File: src/rtl/mpsw_pkg.sv
`default_nettype none
package mpsw_pkg;

    localparam int MAXV_DEF      = 16;
    localparam int COST_BITS_DEF = 16;
    localparam int OUT_BITS      = 20;

    localparam logic [4:0] VC_RESET = 5'd16;

    localparam logic [1:0] CMD_CLEAR = 2'd0;
    localparam logic [1:0] CMD_ADD   = 2'd1;
    localparam logic [1:0] CMD_QUERY = 2'd2;

    localparam logic [1:0] ST_VERTEX    = 2'd0;
    localparam logic [1:0] ST_NO_WALK   = 2'd1;
    localparam logic [1:0] ST_NEG_CYCLE = 2'd2;
    localparam logic [1:0] ST_TRUNC     = 2'd3;

    typedef enum logic [3:0] {
        S_CLEAR, S_IDLE, S_INIT, S_INITW, S_RUN, S_DRAIN, S_DIAG, S_DIAGW,
        S_CHK, S_HOPW, S_STEP, S_STEPW, S_FIN
    } t_state;

    typedef enum logic [1:0] {
        OP_NONE, OP_INIT, OP_PROD, OP_DIAG
    } t_op;

    // Control of the add-compare unit for one product term.
    typedef struct packed {
        logic vld;
        logic first;
        logic keqj;
    } t_acc_ctl;

endpackage
`default_nettype wire

File: src/rtl/mpsw_acc.sv
`default_nettype none
// One add-compare step of a min-plus product, with the running minimum and
// next hop of the cell being built.
module mpsw_acc #(
    parameter int CW = 21,
    parameter int IB = 16,
    parameter int VB = 4
) (
    input  wire logic                   i_clk,
    input  wire mpsw_pkg::t_acc_ctl     i_ctl,
    input  wire logic                   i_a_fin,
    input  wire logic signed [CW-1:0]   i_a_cost,
    input  wire logic                   i_b_fin,
    input  wire logic signed [IB-1:0]   i_b_cost,
    input  wire logic                   i_h_set,
    input  wire logic [VB-1:0]          i_h_hop,
    output logic                        o_fin,
    output logic signed [CW-1:0]        o_cost,
    output logic                        o_set,
    output logic [VB-1:0]               o_hop,
    output logic                        o_chg
);

    logic                 r_fin;
    logic signed [CW-1:0] r_cost;
    logic                 r_set;
    logic [VB-1:0]        r_hop;
    logic                 r_chg;

    logic                 fin_in;
    logic                 chg_in;
    logic                 hv_set;
    logic [VB-1:0]        hv_hop;
    logic signed [CW-1:0] sum;
    logic                 take;

    always_comb begin
        fin_in = i_ctl.first ? 1'b0 : r_fin;
        chg_in = i_ctl.first ? 1'b0 : r_chg;
        // The cell's own hop, when read as a term, is the value built so far.
        if (i_ctl.keqj && chg_in) begin
            hv_set = r_set;
            hv_hop = r_hop;
        end else begin
            hv_set = i_h_set;
            hv_hop = i_h_hop;
        end
        sum  = i_a_cost + CW'(i_b_cost);
        take = i_a_fin && i_b_fin && (!fin_in || (r_cost > sum));
        o_fin  = take || fin_in;
        o_cost = take ? sum : r_cost;
        o_set  = take ? hv_set : r_set;
        o_hop  = take ? hv_hop : r_hop;
        o_chg  = take || chg_in;
    end

    always_ff @(posedge i_clk) begin
        if (i_ctl.vld) begin
            r_fin  <= o_fin;
            r_cost <= o_cost;
            r_set  <= o_set;
            r_hop  <= o_hop;
            r_chg  <= o_chg;
        end
    end

endmodule
`default_nettype wire

File: config.mk
export PLATFORM = sky130hd
export DESIGN_NAME = mpsw_acc
export DESIGN_NICKNAME = d
export VERILOG_FILES = /design/src/rtl/mpsw_pkg.sv /design/src/rtl/mpsw_acc.sv
export SDC_FILE = /design/constraint.sdc
export NUM_CORES = 1
export LEC_CHECK = 0
export ABC_CLOCK_PERIOD_IN_PS = 17400
export BUFFER_PORTS_ARGS = -buffer_cell sky130_fd_sc_hd__buf_2
export CORE_UTILIZATION = 55
export CTS_CLUSTER_DIAMETER = 150
export CTS_CLUSTER_SIZE = 14
export DETAILED_ROUTE_END_ITERATION = 10
export PLACE_DENSITY = 0.91
export SLEW_MARGIN = 15
export SYNTH_ARGS = -nofsm -noshare
export SYNTH_HDL_FRONTEND = slang
export SYNTH_SLANG_ARGS = --single-unit
File: constraint.sdc
create_clock -name i_clk -period 17.4 [get_ports i_clk]
set_input_delay 3.48 -clock i_clk [delete_from_list [all_inputs] [get_ports i_clk]]
set_output_delay 3.48 -clock i_clk [all_outputs]
set_load 0.03 [all_outputs]
Word-level counts from Yosys, hierarchy flattened
Cells that the tools add are included.

Add/sub/neg operators: 1. Multiply operators: 0. Div/mod/pow operators: 0. Magnitude comparators: 1. Eq/ne operators: 0. Shift-type cells: 0. Mux-type cells: 7. Bitwise logic cells: 0. Reductions and logical operators: 7.

Operator list (count): 21-bit by 16-bit adder with 21-bit output (1); 21-bit > comparator (1); 21-bit two-way mux (1); 4-bit two-way mux (2); 1-bit two-way mux (4); 1-bit logical AND (3); 1-bit logical OR (3); 1-bit logical NOT (1).

Register bits: 28. Bits in latches: 0. RAM bits: 0. Memory bits (read-only): 0. Logic and storage cells: 21. Memories kept: 0.

Logic depth before layout (Yosys ltp)
Gate-level depths: netlist of the first run.

Word-level depth: 5. Depth in mapped cells: 18. Depth with buffers taken out: 17.

Worst setup path before layout of the first run
Ideal clock, no wire load.

Path kind: input-to-output. From: input port i_a_cost[1]. To: output port o_cost[10]. Data arrival time: 7385 ps. Required time: 13920 ps. Slack: 6535 ps. Stages: 16. Cell sequence: ha_1 a211o_2 a2111oi_4 a21o_2 o21a_1 nor2_1 o31ai_1 ha_1 a211oi_1 nor2_1 o311a_1 a2111oi_0 mux2i_1 nand2_2 buf_2 mux2i_1.

Word-level cells in the longest chain between the ends: 5.

RTL lines: start: declaration (RTL line mpsw_acc.sv:12) `input wire logic signed [CW-1:0] i_a_cost,`; 21-bit by 16-bit adder with 21-bit output (*) (RTL line mpsw_acc.sv:48) `sum = i_a_cost + CW'(i_b_cost);`; 21-bit > comparator (RTL line mpsw_acc.sv:49) `take = i_a_fin && i_b_fin && (!fin_in || (r_cost > sum));`; 1-bit logical OR (RTL line mpsw_acc.sv:49); 1-bit logical AND (RTL line mpsw_acc.sv:49); 21-bit two-way mux (*) (RTL line mpsw_acc.sv:51) `o_cost = take ? sum : r_cost;`; end: declaration (RTL line mpsw_acc.sv:18) `output logic signed [CW-1:0] o_cost,`.

Mark *: on every way between the ends. The rest lies on a longest branch, timed or not.

Worst setup path in the final report of the first run
From: input port i_a_cost[1]. To: output port o_cost[11].

Same word-level chain as after synthesis.

==> results of run 1 <==
==> per-stage QoR <==
step	setup WS [ns]	instances	utilization, %
after floorplan	6.54	305	-
after detailed placement	5.94	442	64.5
after CTS	5.86	446	65.9
final	5.84	446	65.9
after global placement	6.07	442	64.5
after global routing	5.51	446	65.9
==> report_power, final <==
group | internal, mW | switching (mW) | total (mW)
Combinational | 0.0510 | 0.0847 | 0.136
Sequential | 0.0846 | 0.00393 | 0.0885
Clock | 0.0308 | 0.0219 | 0.0527
Total | 0.166 | 0.110 | 0.277
==> sequential cells by signal, indices dropped and copies added (netlist names) <==
signal and flops:
r_fin 1, r_set 1, r_chg 1, r_cost 21
r_hop 4
==> per-layer routing <==
metal | routed length [um] | track usage (%)
met3 | 279 | 3.21
met1 | 2870 | 27.8
met4 | 107 | 7.34
met2 | 3240 | 44.2
met5 | 0 | 0
==> path summary, 6_finish.rpt <==
check	from	endpoint	slack, ns
max	i_a_cost[1]	o_cost[11]	5.84
min reg2reg	r_hop[1]	r_hop[1]	0.58
min	r_hop[1]	r_hop[1]	0.58
max reg2reg	r_cost[13]	r_cost[0]	14.30
==> worst reg2reg max path, delay by kind of cell (launching register included) <==
family,cells,cell delay [ns]
compound gates,3,0.88
simple gates,2,0.62
mux,2,0.62
flops,1,0.41
fa+ha+maj,1,0.33
==> cell type report <==
cell class	count	area, um2
fillers	417	1740
clock buffers	3	41.3
flip-flops and latches	28	841
inverters	29	109
multi-input cells	240	1880
repair buffers	75	375
well taps	70	87.6
clock inverters	1	30.0
==> cell usage after synthesis (4+ instances only) <==
cell type / instances
a21o_1: 5
a21oi_1: 21
edfxtp_1: 28
ha_1: 41
inv_1: 29
mux2_2: 6
mux2i_1: 23
nand2_1: 22
nand2b_1: 6
nand3_1: 11
nand4_1: 6
nor2_1: 13
o21a_1: 4
o21ai_0: 17
xnor2_1: 8
xor2_1: 7
==> cells by family (layout without fill, tap and decap cells) <==
logic type | Yosys count | after routing | synth area share, %
AOI/OAI and AO/OA | 75 | 75 | 17.6
xor gates and xnor gates | 15 | 15 | 4.51
adders and majority gates | 42 | 42 | 18.3
buffers and inverters | 37 | 108 | 6.45
DFF | 28 | 28 | 28.9
muxes | 29 | 29 | 10.2
and+or+nand+nor | 79 | 79 | 14.1
==> metrics, run 1 <==
outcome finished clean; Cell Rows 26; final setup fails 0; CTS buffer count 3; syn_nets 395; global-route wire length before repair 10.4 mm; Setup Skew between 0.005 and 0.006 ns; leakage between 1.5 and 2 nW; WS Path Type in -> out; post-layout instance area 3370 um2; most frequent cells in the layout 75 x buf_2, 41 x ha_1, 29 x inv_1; post-synth top area share 28.9%; Slowest Stage Delay on Critical Path 0.44 ns; crit path DAT 8.08 ns; Worst setup SP type input port; #FFs+latches synth 28; Initial Util between 50% and 60%; commonest non-fill, non-tap cell in the layout buf_2; layout cells sized above 1 ~26%; layout net count 467; gate count after technology mapping 305; Die X roughly 75 um; placed cell area about 3300 um2; post-route ant nets 0; clk sinks 28; R2R depth 8; Ys Warns 0; count of different cell masters after synthesis 52; Cell Area, Synth 2910 um2; root buf cell clkbuf_8; synth top area cells edfxtp_1 29%, ha_1 18%, mux2i_1 7.9%; Worst-Margin Slew 0.663 ns; total track usage between 20% and 30%; fin crit share 66.5%; Async SR Flop Fraction 0%; Longest Clk Path Bufs 2; Max-Cap Viols 0; Seq/Total Area, Yosys 28.9%; final WL 6.49 mm; crit path buf inv count 2; max-slew violations 0; final hold vios 0; clock slew at reported path FFs 0.10 ns; PortBufs 75; Power Density 82.2 nW/um2; post_cts resized 0; total inserted antenna cells 0; unrepaired setup endpoints after global routing false; maximum fanout along the worst path 22; Slew headroom 55.7%; number of flops mapped to enable cells by yosys 28; Setup TNS 0 ns; total setup buffers inserted after CTS 0; hold buffers post-CTS 0; Power Total 0.277 mW; core area 5110 um2; most frequent CP cell mux2i_1; top-level I/O count 76; CTS tree yes; Tmin final 11.56 ns; area grow syn2layout 15.6%; WP depth 17; Max VDD drop 38.7 uV; largest net degree at the start of global routing 29; Wirelength per Cell around 15 um; Hold WS 0.577 ns; die area 5590 um2; vias in the first global route 2484; DRC 0; Worst-Skew Late Latency 0.28 ns; Syn Area/Cell 9.55 um2; Die Y 74.8 um; routability congestion estimate 0.851; global-route congestion overflow total 0; Yosys top cell by area edfxtp_1; Hold WC Path Type reg -> reg; initial DRC count 150; Main synth FF type edfxtp_1; delay-heaviest family, CP simple AND/OR/NAND/NOR gates; Initial DRT Pass Iterations 6; H-tree depth 1; Critical Path, Cell by Cell buf_2 > ha_1 > a211o_2 > a2111oi_4 > o21ba_1 > a211oi_2 > mux2i_1 > or3_4 > ha_1 > nand4_1 > nor4_1 > nand2_1 > nand3_1 > mux2i_1 > nand2_2 > mux2i_1 > buf_2; Max Fclk slightly below 90 MHz; Via Count around 2600; Slowest cell on crit path a2111oi_4; Critical Path End Type output pin; Via density 5.80; antenna violations before repair 0; hold path depth 1; required time of the critical path roughly 14 ns; HPWL Detailed between 5 and 6 mm
(Power assumes the default switching activity.)
==> run 2: changes to the inputs <==
- ABC_AREA: default -> 1
- ABC_CLOCK_PERIOD_IN_PS: 17400 -> 10000
- CORE_UTILIZATION: 55 -> 50
- PLACE_DENSITY: 0.91 -> 0.86
- clock period: 17.4 -> 10 ns (I/O delays scaled with it)
==> run 2 against run 1 <==
Count of clock-buffer cells in the layout unchanged; worst setup slack worse by 3.6 ns; clock skew about the same; global-route usage up 0.35 points; sequential share of layout area down 2.0 points; first-iteration DRC count up 45%; synthesized area up 8.7%; register-to-register slack worse by 6.8 ns; clock power up 75%; critical path depth up 7; cell area up 8.6%; critical endpoint is now o_chg; largest cell class unchanged; largest power group unchanged.
==> metrics, run 2 <==
number of flops mapped to enable cells by yosys 28 (unchanged); root buf cell clkbuf_8 (unchanged); top-level I/O count 76 (unchanged); total track usage 24.0% (was 23.6%); # fillers 572 (was 417); Flop pwr share 31.0% (was 32.0%); Die X 81.6 um (was 74.8 um); fin crit share 77.9%; count of different cell masters after synthesis 32 (was 52); die area 6650 um2 (was 5590 um2); Slew headroom 54.8% (was 55.7%); Gate power share 50.5% (was 49.0%); flop-to-flop setup slack 7.50 ns (was 14.30 ns); vias in the first global route 2913 (was 2484); Max Fclk around 130 MHz; Async SR Flop Fraction 0% (unchanged); Seq/Total Area, Yosys 26.6% (was 28.9%); hold path depth 2 (was 1); Max-Cap Viols 0 (unchanged); CTS tree yes (unchanged); Internal 0.285 mW (was 0.166 mW); largest net degree at the start of global routing 29 (unchanged); maximum fanout along the worst path 27 (was 22); Tmin final between 7 and 8 ns; HPWL Detailed 6.19 mm (was 5.25 mm); PortBufs 75 (unchanged); hold buffers post-CTS 0 (unchanged); #FFs+latches synth 28 (unchanged); Max VDD drop 86.8 uV (was 38.7 uV); antenna violations before repair 0 (unchanged); syn_nets 541 (was 395); Psw 0.214 mW (was 0.110 mW); commonest non-fill, non-tap cell in the layout nand2_1 (was buf_2); final setup fails 0 (unchanged); Ys Warns 0 (unchanged); commonest cells in the netlist 135 x nand2_1, 68 x inv_1, 48 x nand3_1 (was 41 x ha_1, 29 x inv_1, 28 x edfxtp_1); Slowest Stage Delay on Critical Path 0.40 ns (was 0.44 ns); unrepaired setup endpoints after global routing false (unchanged); initial DRC count 218 (was 150); Slowest cell on crit path fa_1 (was a2111oi_4); CTS buffer count 3 (unchanged); Top Registers r_cost (21), r_hop (4) (unchanged); layout cells sized above 1 18.7% (was 25.5%); clk sinks 28 (unchanged); Worst-Margin Slew 0.677 ns (was 0.663 ns); Yosys top cell by area edfxtp_1 (unchanged); Cell Area, Synth 3170 um2 (was 2910 um2); Longest Clk Path Bufs 2 (unchanged); WS Path Type in -> out (unchanged); total inserted antenna cells 0 (unchanged); total setup buffers inserted after CTS 0 (unchanged); Initial Util 52.5% (was 57.0%); Clock power frac 18.4% (was 19.0%); synth top area cells edfxtp_1 27%, ha_1 16%, nand2_1 16% (was edfxtp_1 29%, ha_1 18%, mux2i_1 7.9%); Worst setup SP type input port (unchanged); final hold vios 0 (unchanged); post_cts resized 0 (unchanged); required time of the critical path 8.00 ns (was 13.92 ns); Wirelength per Cell 13.0 um (was 14.6 um); gate count after technology mapping 451 (was 305); area grow syn2layout 15.5% (was 15.6%); core area 6030 um2 (was 5110 um2); Critical Path End Type output pin (unchanged); max-slew violations 0 (unchanged); top-count cell post-synth nand2_1 (was ha_1); Setup Skew 0.00543 ns (was 0.00519 ns); H-tree depth 1 (unchanged); critical hold path startpoint r_hop[3] (was r_hop[1]); routability congestion estimate 0.926 (was 0.851); Cell Rows 28 (was 26); R2R depth 12 (was 8); Initial DRT Pass Iterations 7 (was 6); post-route ant nets 0 (unchanged); Main synth FF type edfxtp_1 (unchanged); leakage 2.06 nW (was 1.67 nW); Critical R2R Launch r_cost[20] (was r_cost[13]); DRC 0 (unchanged); flip-flop count of the largest register after layout 21 (unchanged); Critical Path, Cell by Cell buf_2 > ha_1 > inv_1 > fa_1 > inv_1 > nand3_1 > nand3_1 > nand3_1 > nand2_1 > a21oi_1 > xnor2_1 > inv_1 > ha_1 > nand2_1 > nor2_1 > nand2_1 > nor2_1 > nand2_1 > nand4_1 > nand3_2 > nand2_4 > nand2_8 > o21ai_1 > buf_2 (was buf_2 > ha_1 > a211o_2 > a2111oi_4 > o21ba_1 > a211oi_2 > mux2i_1 > or3_4 > ha_1 > nand4_1 > nor4_1 > nand2_1 > nand3_1 > mux2i_1 > nand2_2 > mux2i_1 > buf_2); global-route congestion overflow total 0 (unchanged); Setup TNS 0 ns (unchanged); global-route wire length before repair 12.6 mm (was 10.4 mm); Hold WC Path Type reg -> reg (unchanged); Worst Hold End r_hop[3] (was r_hop[1]); Biggest register r_cost (unchanged); final WL 7.81 mm (was 6.49 mm); Syn Area/Cell 7.02 um2 (was 9.55 um2); layout net count 615 (was 467); register area 841 um2 (unchanged); Die Y 81.6 um (was 74.8 um); most frequent CP cell nand2_1 (was mux2i_1); Power Total 0.499 mW (was 0.277 mW); Via density 5.39 (was 5.80); Multi-input gate area 2020 um2 (was 1880 um2); Power Density 137 nW/um2 (was 82.2 nW/um2); crit path DAT 5.79 ns (was 8.08 ns); most frequent cells in the layout 135 x nand2_1, 75 x buf_2, 68 x inv_1 (was 75 x buf_2, 41 x ha_1, 29 x inv_1); Sw Share 42.9% (was 39.9%); Worst-Skew Late Latency 0.28 ns (about the same); RR Endpoint r_cost[20] (was r_cost[0]); clock slew at reported path FFs 0.10 ns (about the same); outcome finished clean (unchanged); Util after Layout 60.7% (was 65.9%); post-synth top area share 26.6% (was 28.9%); Via Count 3227 (was 2588)
-- run 2: cell types whose count changed after synthesis, sizes merged, moves of 4 or more --
cell	previous run	this run
xnor2	8	4
o21ai	18	11
a21oi	21	27
inv	29	69
a211oi	4	0
nor2	13	30
mux2i	23	0
nand3	11	49
nand2	24	146
nand2b	6	0
a21o	8	3
-- run 2: worst max-delay path: cells and delay by family --
kind            cells  cell delay [ns]
buf+inv             5             0.56
fa+ha+maj           3             0.93
simple gates       13             1.72
compound gates      2             0.27
xor+xnor            1             0.31
-- run 2: layout make-up --
class	count	area share [%]
repair buffers	75	10.3
clock buffers	3	1.13
multi-input cells	348	55.1
clock inverters	1	0.821
inverters	69	7.08
well taps	75	2.57
flip-flops and latches	28	23.0
-- run 2: cell families (layout without fill, tap and decap cells) --
group | count (synthesis) | count (layout) | share of synthesized area (%)
buffers and inverters | 75 | 148 | 9.72
xor gates and xnor gates | 14 | 14 | 3.87
DFF | 28 | 28 | 26.6
adders and majority gates | 42 | 42 | 16.8
and+or+nand+nor | 241 | 241 | 33.3
AOI/OAI and AO/OA | 46 | 46 | 7.91
muxes | 5 | 5 | 1.78
-- run 2: layer usage --
metal  global-route usage (%)  wire [um]  up-vias  share of wire [%]
li1                         -          -     1635                  -
met1                     31.4       3380     1426                 43
met2                     41.5       3700      147                 47
met3                     1.56        538       19                6.9
met4                     8.42        190        0                2.4
met5                        0          0        -                  0
-- run 2: how the worst max path moves through the flow --
stage	from	slack (ns)	endpoint	cells after the start
floorplan	i_a_cost[0]	3.10	o_cost[10]	22
global placement	i_a_cost[0]	2.40	o_cost[20]	23
detailed placement	i_b_cost[0]	2.32	o_cost[20]	23
CTS	i_b_cost[0]	2.26	o_chg	24
global route	i_a_cost[0]	1.89	o_chg	24
finish	i_a_cost[0]	2.21	o_chg	24
-- run 2: power by group through the flow --
stage	combinational [mW]	sequential [mW]	clock, mW
floorplan	0.185	0.154	0
global placement	0.240	0.157	0
detailed placement	0.247	0.157	0
CTS	0.250	0.155	0.0923
global route	0.282	0.156	0.0971
finish	0.252	0.155	0.0921
-- run 2: per-stage QoR --
step           instance area [um2]  setup slack, ns  std cells  hold slack [ns]
2_1_floorplan                 3170             3.10        451            0.773
3_3_place_gp                  3590             2.40        595            0.556
3_5_place_dp                  3590             2.32        595            0.553
4_1_cts                       3660             2.26        599            0.582
5_1_grt                       3660             1.89        599            0.619
6_report                      3660             2.21        599            0.588
==> run 3: changes to the inputs <==
- ABC_CLOCK_PERIOD_IN_PS: 10000 -> 6410
- clock period: 10 -> 6.41 ns (I/O delays scaled with it)
==> run 3 against run 2 <==
Utilization increased by 1.6 points; clock power increased by 55%; power increased by 60%; register-to-register slack got worse by 3.5 ns; via count increased by 1.3%; first-iteration DRC count increased by 17%; cell count increased by 0.83%; sequential cell count unchanged; critical path type unchanged.
==> metrics, run 3 (synthesis gave the netlist of run 2 again) <==
outcome finished clean (unchanged); Initial DRT Pass Iterations 6 (was 7); vias in the first global route 2921 (was 2913); total track usage 23.8% (was 24.0%); Biggest register r_cost (unchanged); Max VDD drop 131 uV (was 86.8 uV); HPWL Detailed 6.33 mm (was 6.19 mm); layout cells sized above 1 20.2% (was 18.7%); clk sinks 28 (unchanged); fin crit share 96.1%; Worst-Margin Slew 0.646 ns (was 0.677 ns); Wirelength per Cell 13.6 um (was 13.0 um); H-tree depth 1 (unchanged); max-slew violations 0 (unchanged); global-route wire length before repair 12.6 mm (about the same); clock slew at reported path FFs 0.10 ns (about the same); WS Path Type in -> out (unchanged); Power Density 213 nW/um2 (was 137 nW/um2); Tmin final 6.16 ns; Via Count 3268 (was 3227); Worst-Skew Late Latency 0.28 ns (about the same); layout net count 620 (was 615); post-layout instance area 3750 um2 (was 3660 um2); root buf cell clkbuf_8 (unchanged); flip-flop count of the largest register after layout 21 (unchanged); total inserted antenna cells 0 (unchanged); Setup TNS 0 ns (unchanged); Via density 5.41 (was 5.39); Critical Path End Type output pin (unchanged); die area 6650 um2 (unchanged); placed cell area 3590 um2 (unchanged); final WL 8.21 mm (was 7.81 mm); Met2 Routed Length 3.94 mm (was 3.70 mm); Longest Clk Path Bufs 2 (unchanged); crit path DAT 4.88 ns (was 5.79 ns); # fillers 553 (was 572); maximum fanout along the worst path 13 (was 27); required time of the critical path 5.13 ns (was 8.00 ns); area grow syn2layout 18.5% (was 15.5%); commonest non-fill, non-tap cell in the layout nand2_1 (unchanged); flop-to-flop setup slack 4.00 ns (was 7.50 ns); Top Registers r_cost (21), r_hop (4) (unchanged); CTS tree yes (unchanged); PortBufs 75 (unchanged); Die Y 81.6 um (unchanged); Util after Layout 62.3% (was 60.7%); core area 6030 um2 (unchanged); Max Fclk 162 MHz; CTS buffer count 3 (unchanged); Power Total 0.800 mW (was 0.499 mW); most frequent cells in the layout 135 x nand2_1, 71 x buf_2, 68 x inv_1 (was 135 x nand2_1, 75 x buf_2, 68 x inv_1); final setup fails 0 (unchanged); leakage 2.09 nW (was 2.06 nW); Cell Rows 28 (unchanged); Die X 81.6 um (unchanged); Setup Skew 0.00626 ns (was 0.00543 ns); Slew headroom 56.9% (was 54.8%); post-route ant nets 0 (unchanged); top sig layer met4 (unchanged); Initial Util 52.5% (unchanged); final hold vios 0 (unchanged); metal3 WL 517 um (was 538 um); Hold WC Path Type reg -> reg (unchanged); global-route congestion overflow total 0 (unchanged); WL met1 3.63 mm (was 3.38 mm); DRC 0 (unchanged); Hold WS 0.589 ns (was 0.588 ns); top-level I/O count 76 (unchanged); antenna violations before repair 0 (unchanged); routability congestion estimate 0.926 (about the same); Max-Cap Viols 0 (unchanged); Worst setup SP type input port (unchanged); largest net degree at the start of global routing 29 (unchanged); initial DRC count 254 (was 218)
run 3: per-layer routing:
layer | up-vias | GRT usage, %
met5 | - | 0
met4 | 0 | 5.44
met3 | 17 | 1.22
met2 | 145 | 42.3
met1 | 1464 | 31.6
li1 | 1642 | -
run 3: repair_timing:
item                                    CTS  global route
gates resized for setup                   0            11
endpoints found under the setup margin    0            27
buffers inserted                          0             3
hold buffers                              0             0
run 3: area by class of cell:
cell class	count	area, um2	area share, %
Timing Repair Buffer	78	408	10.9
Sequential cell	28	841	22.4
Clock buffer	3	41.3	1.10
Multi-Input combinational cell	350	2080	55.4
Clock inverter	1	30.0	0.801
Tap cell	75	93.8	2.50
Inverter	69	259	6.90
run 3: where the power goes:
group | total (mW) | internal (mW) | switching [mW]
combinational | 0.415 | 0.142 | 0.274
sequential | 0.242 | 0.229 | 0.0128
clock | 0.143 | 0.0838 | 0.0594
total | 0.800 | 0.454 | 0.346
run 3: metrics by stage:
stage	std cells	worst slack (ns)
after global routing	604	-0.0155
final	604	0.248
after floorplan	451	0.947
after CTS	599	0.107
after detailed placement	595	0.134
after global placement	595	0.248
run 3: critical path, cell delays in order:
cell and delay, ns:
buf_2 0.08, ha_2 0.22, inv_1 0.07, fa_1 0.40, inv_1 0.10, nand3_1 0.10
nand3_2 0.13, nand3_1 0.08, nand2_1 0.12, a21oi_1 0.09, xnor2_1 0.30, inv_1 0.09
ha_1 0.30, nand2_1 0.08, nor2_2 0.14, nand2_1 0.09, or3_1 0.40, nand3_4 0.15
nand2_8 0.11, nand2_8 0.19, nand2_2 0.06, nand2_1 0.09, buf_2 0.20
run 3: worst paths after layout:
path,startpoint,end,cells past startpoint
setup / recovery,i_a_cost[0],o_hop[0],23
hold / removal,r_set,r_set,2
setup reg to reg,r_cost[20],r_cost[3],10
hold reg to reg,r_set,r_set,2
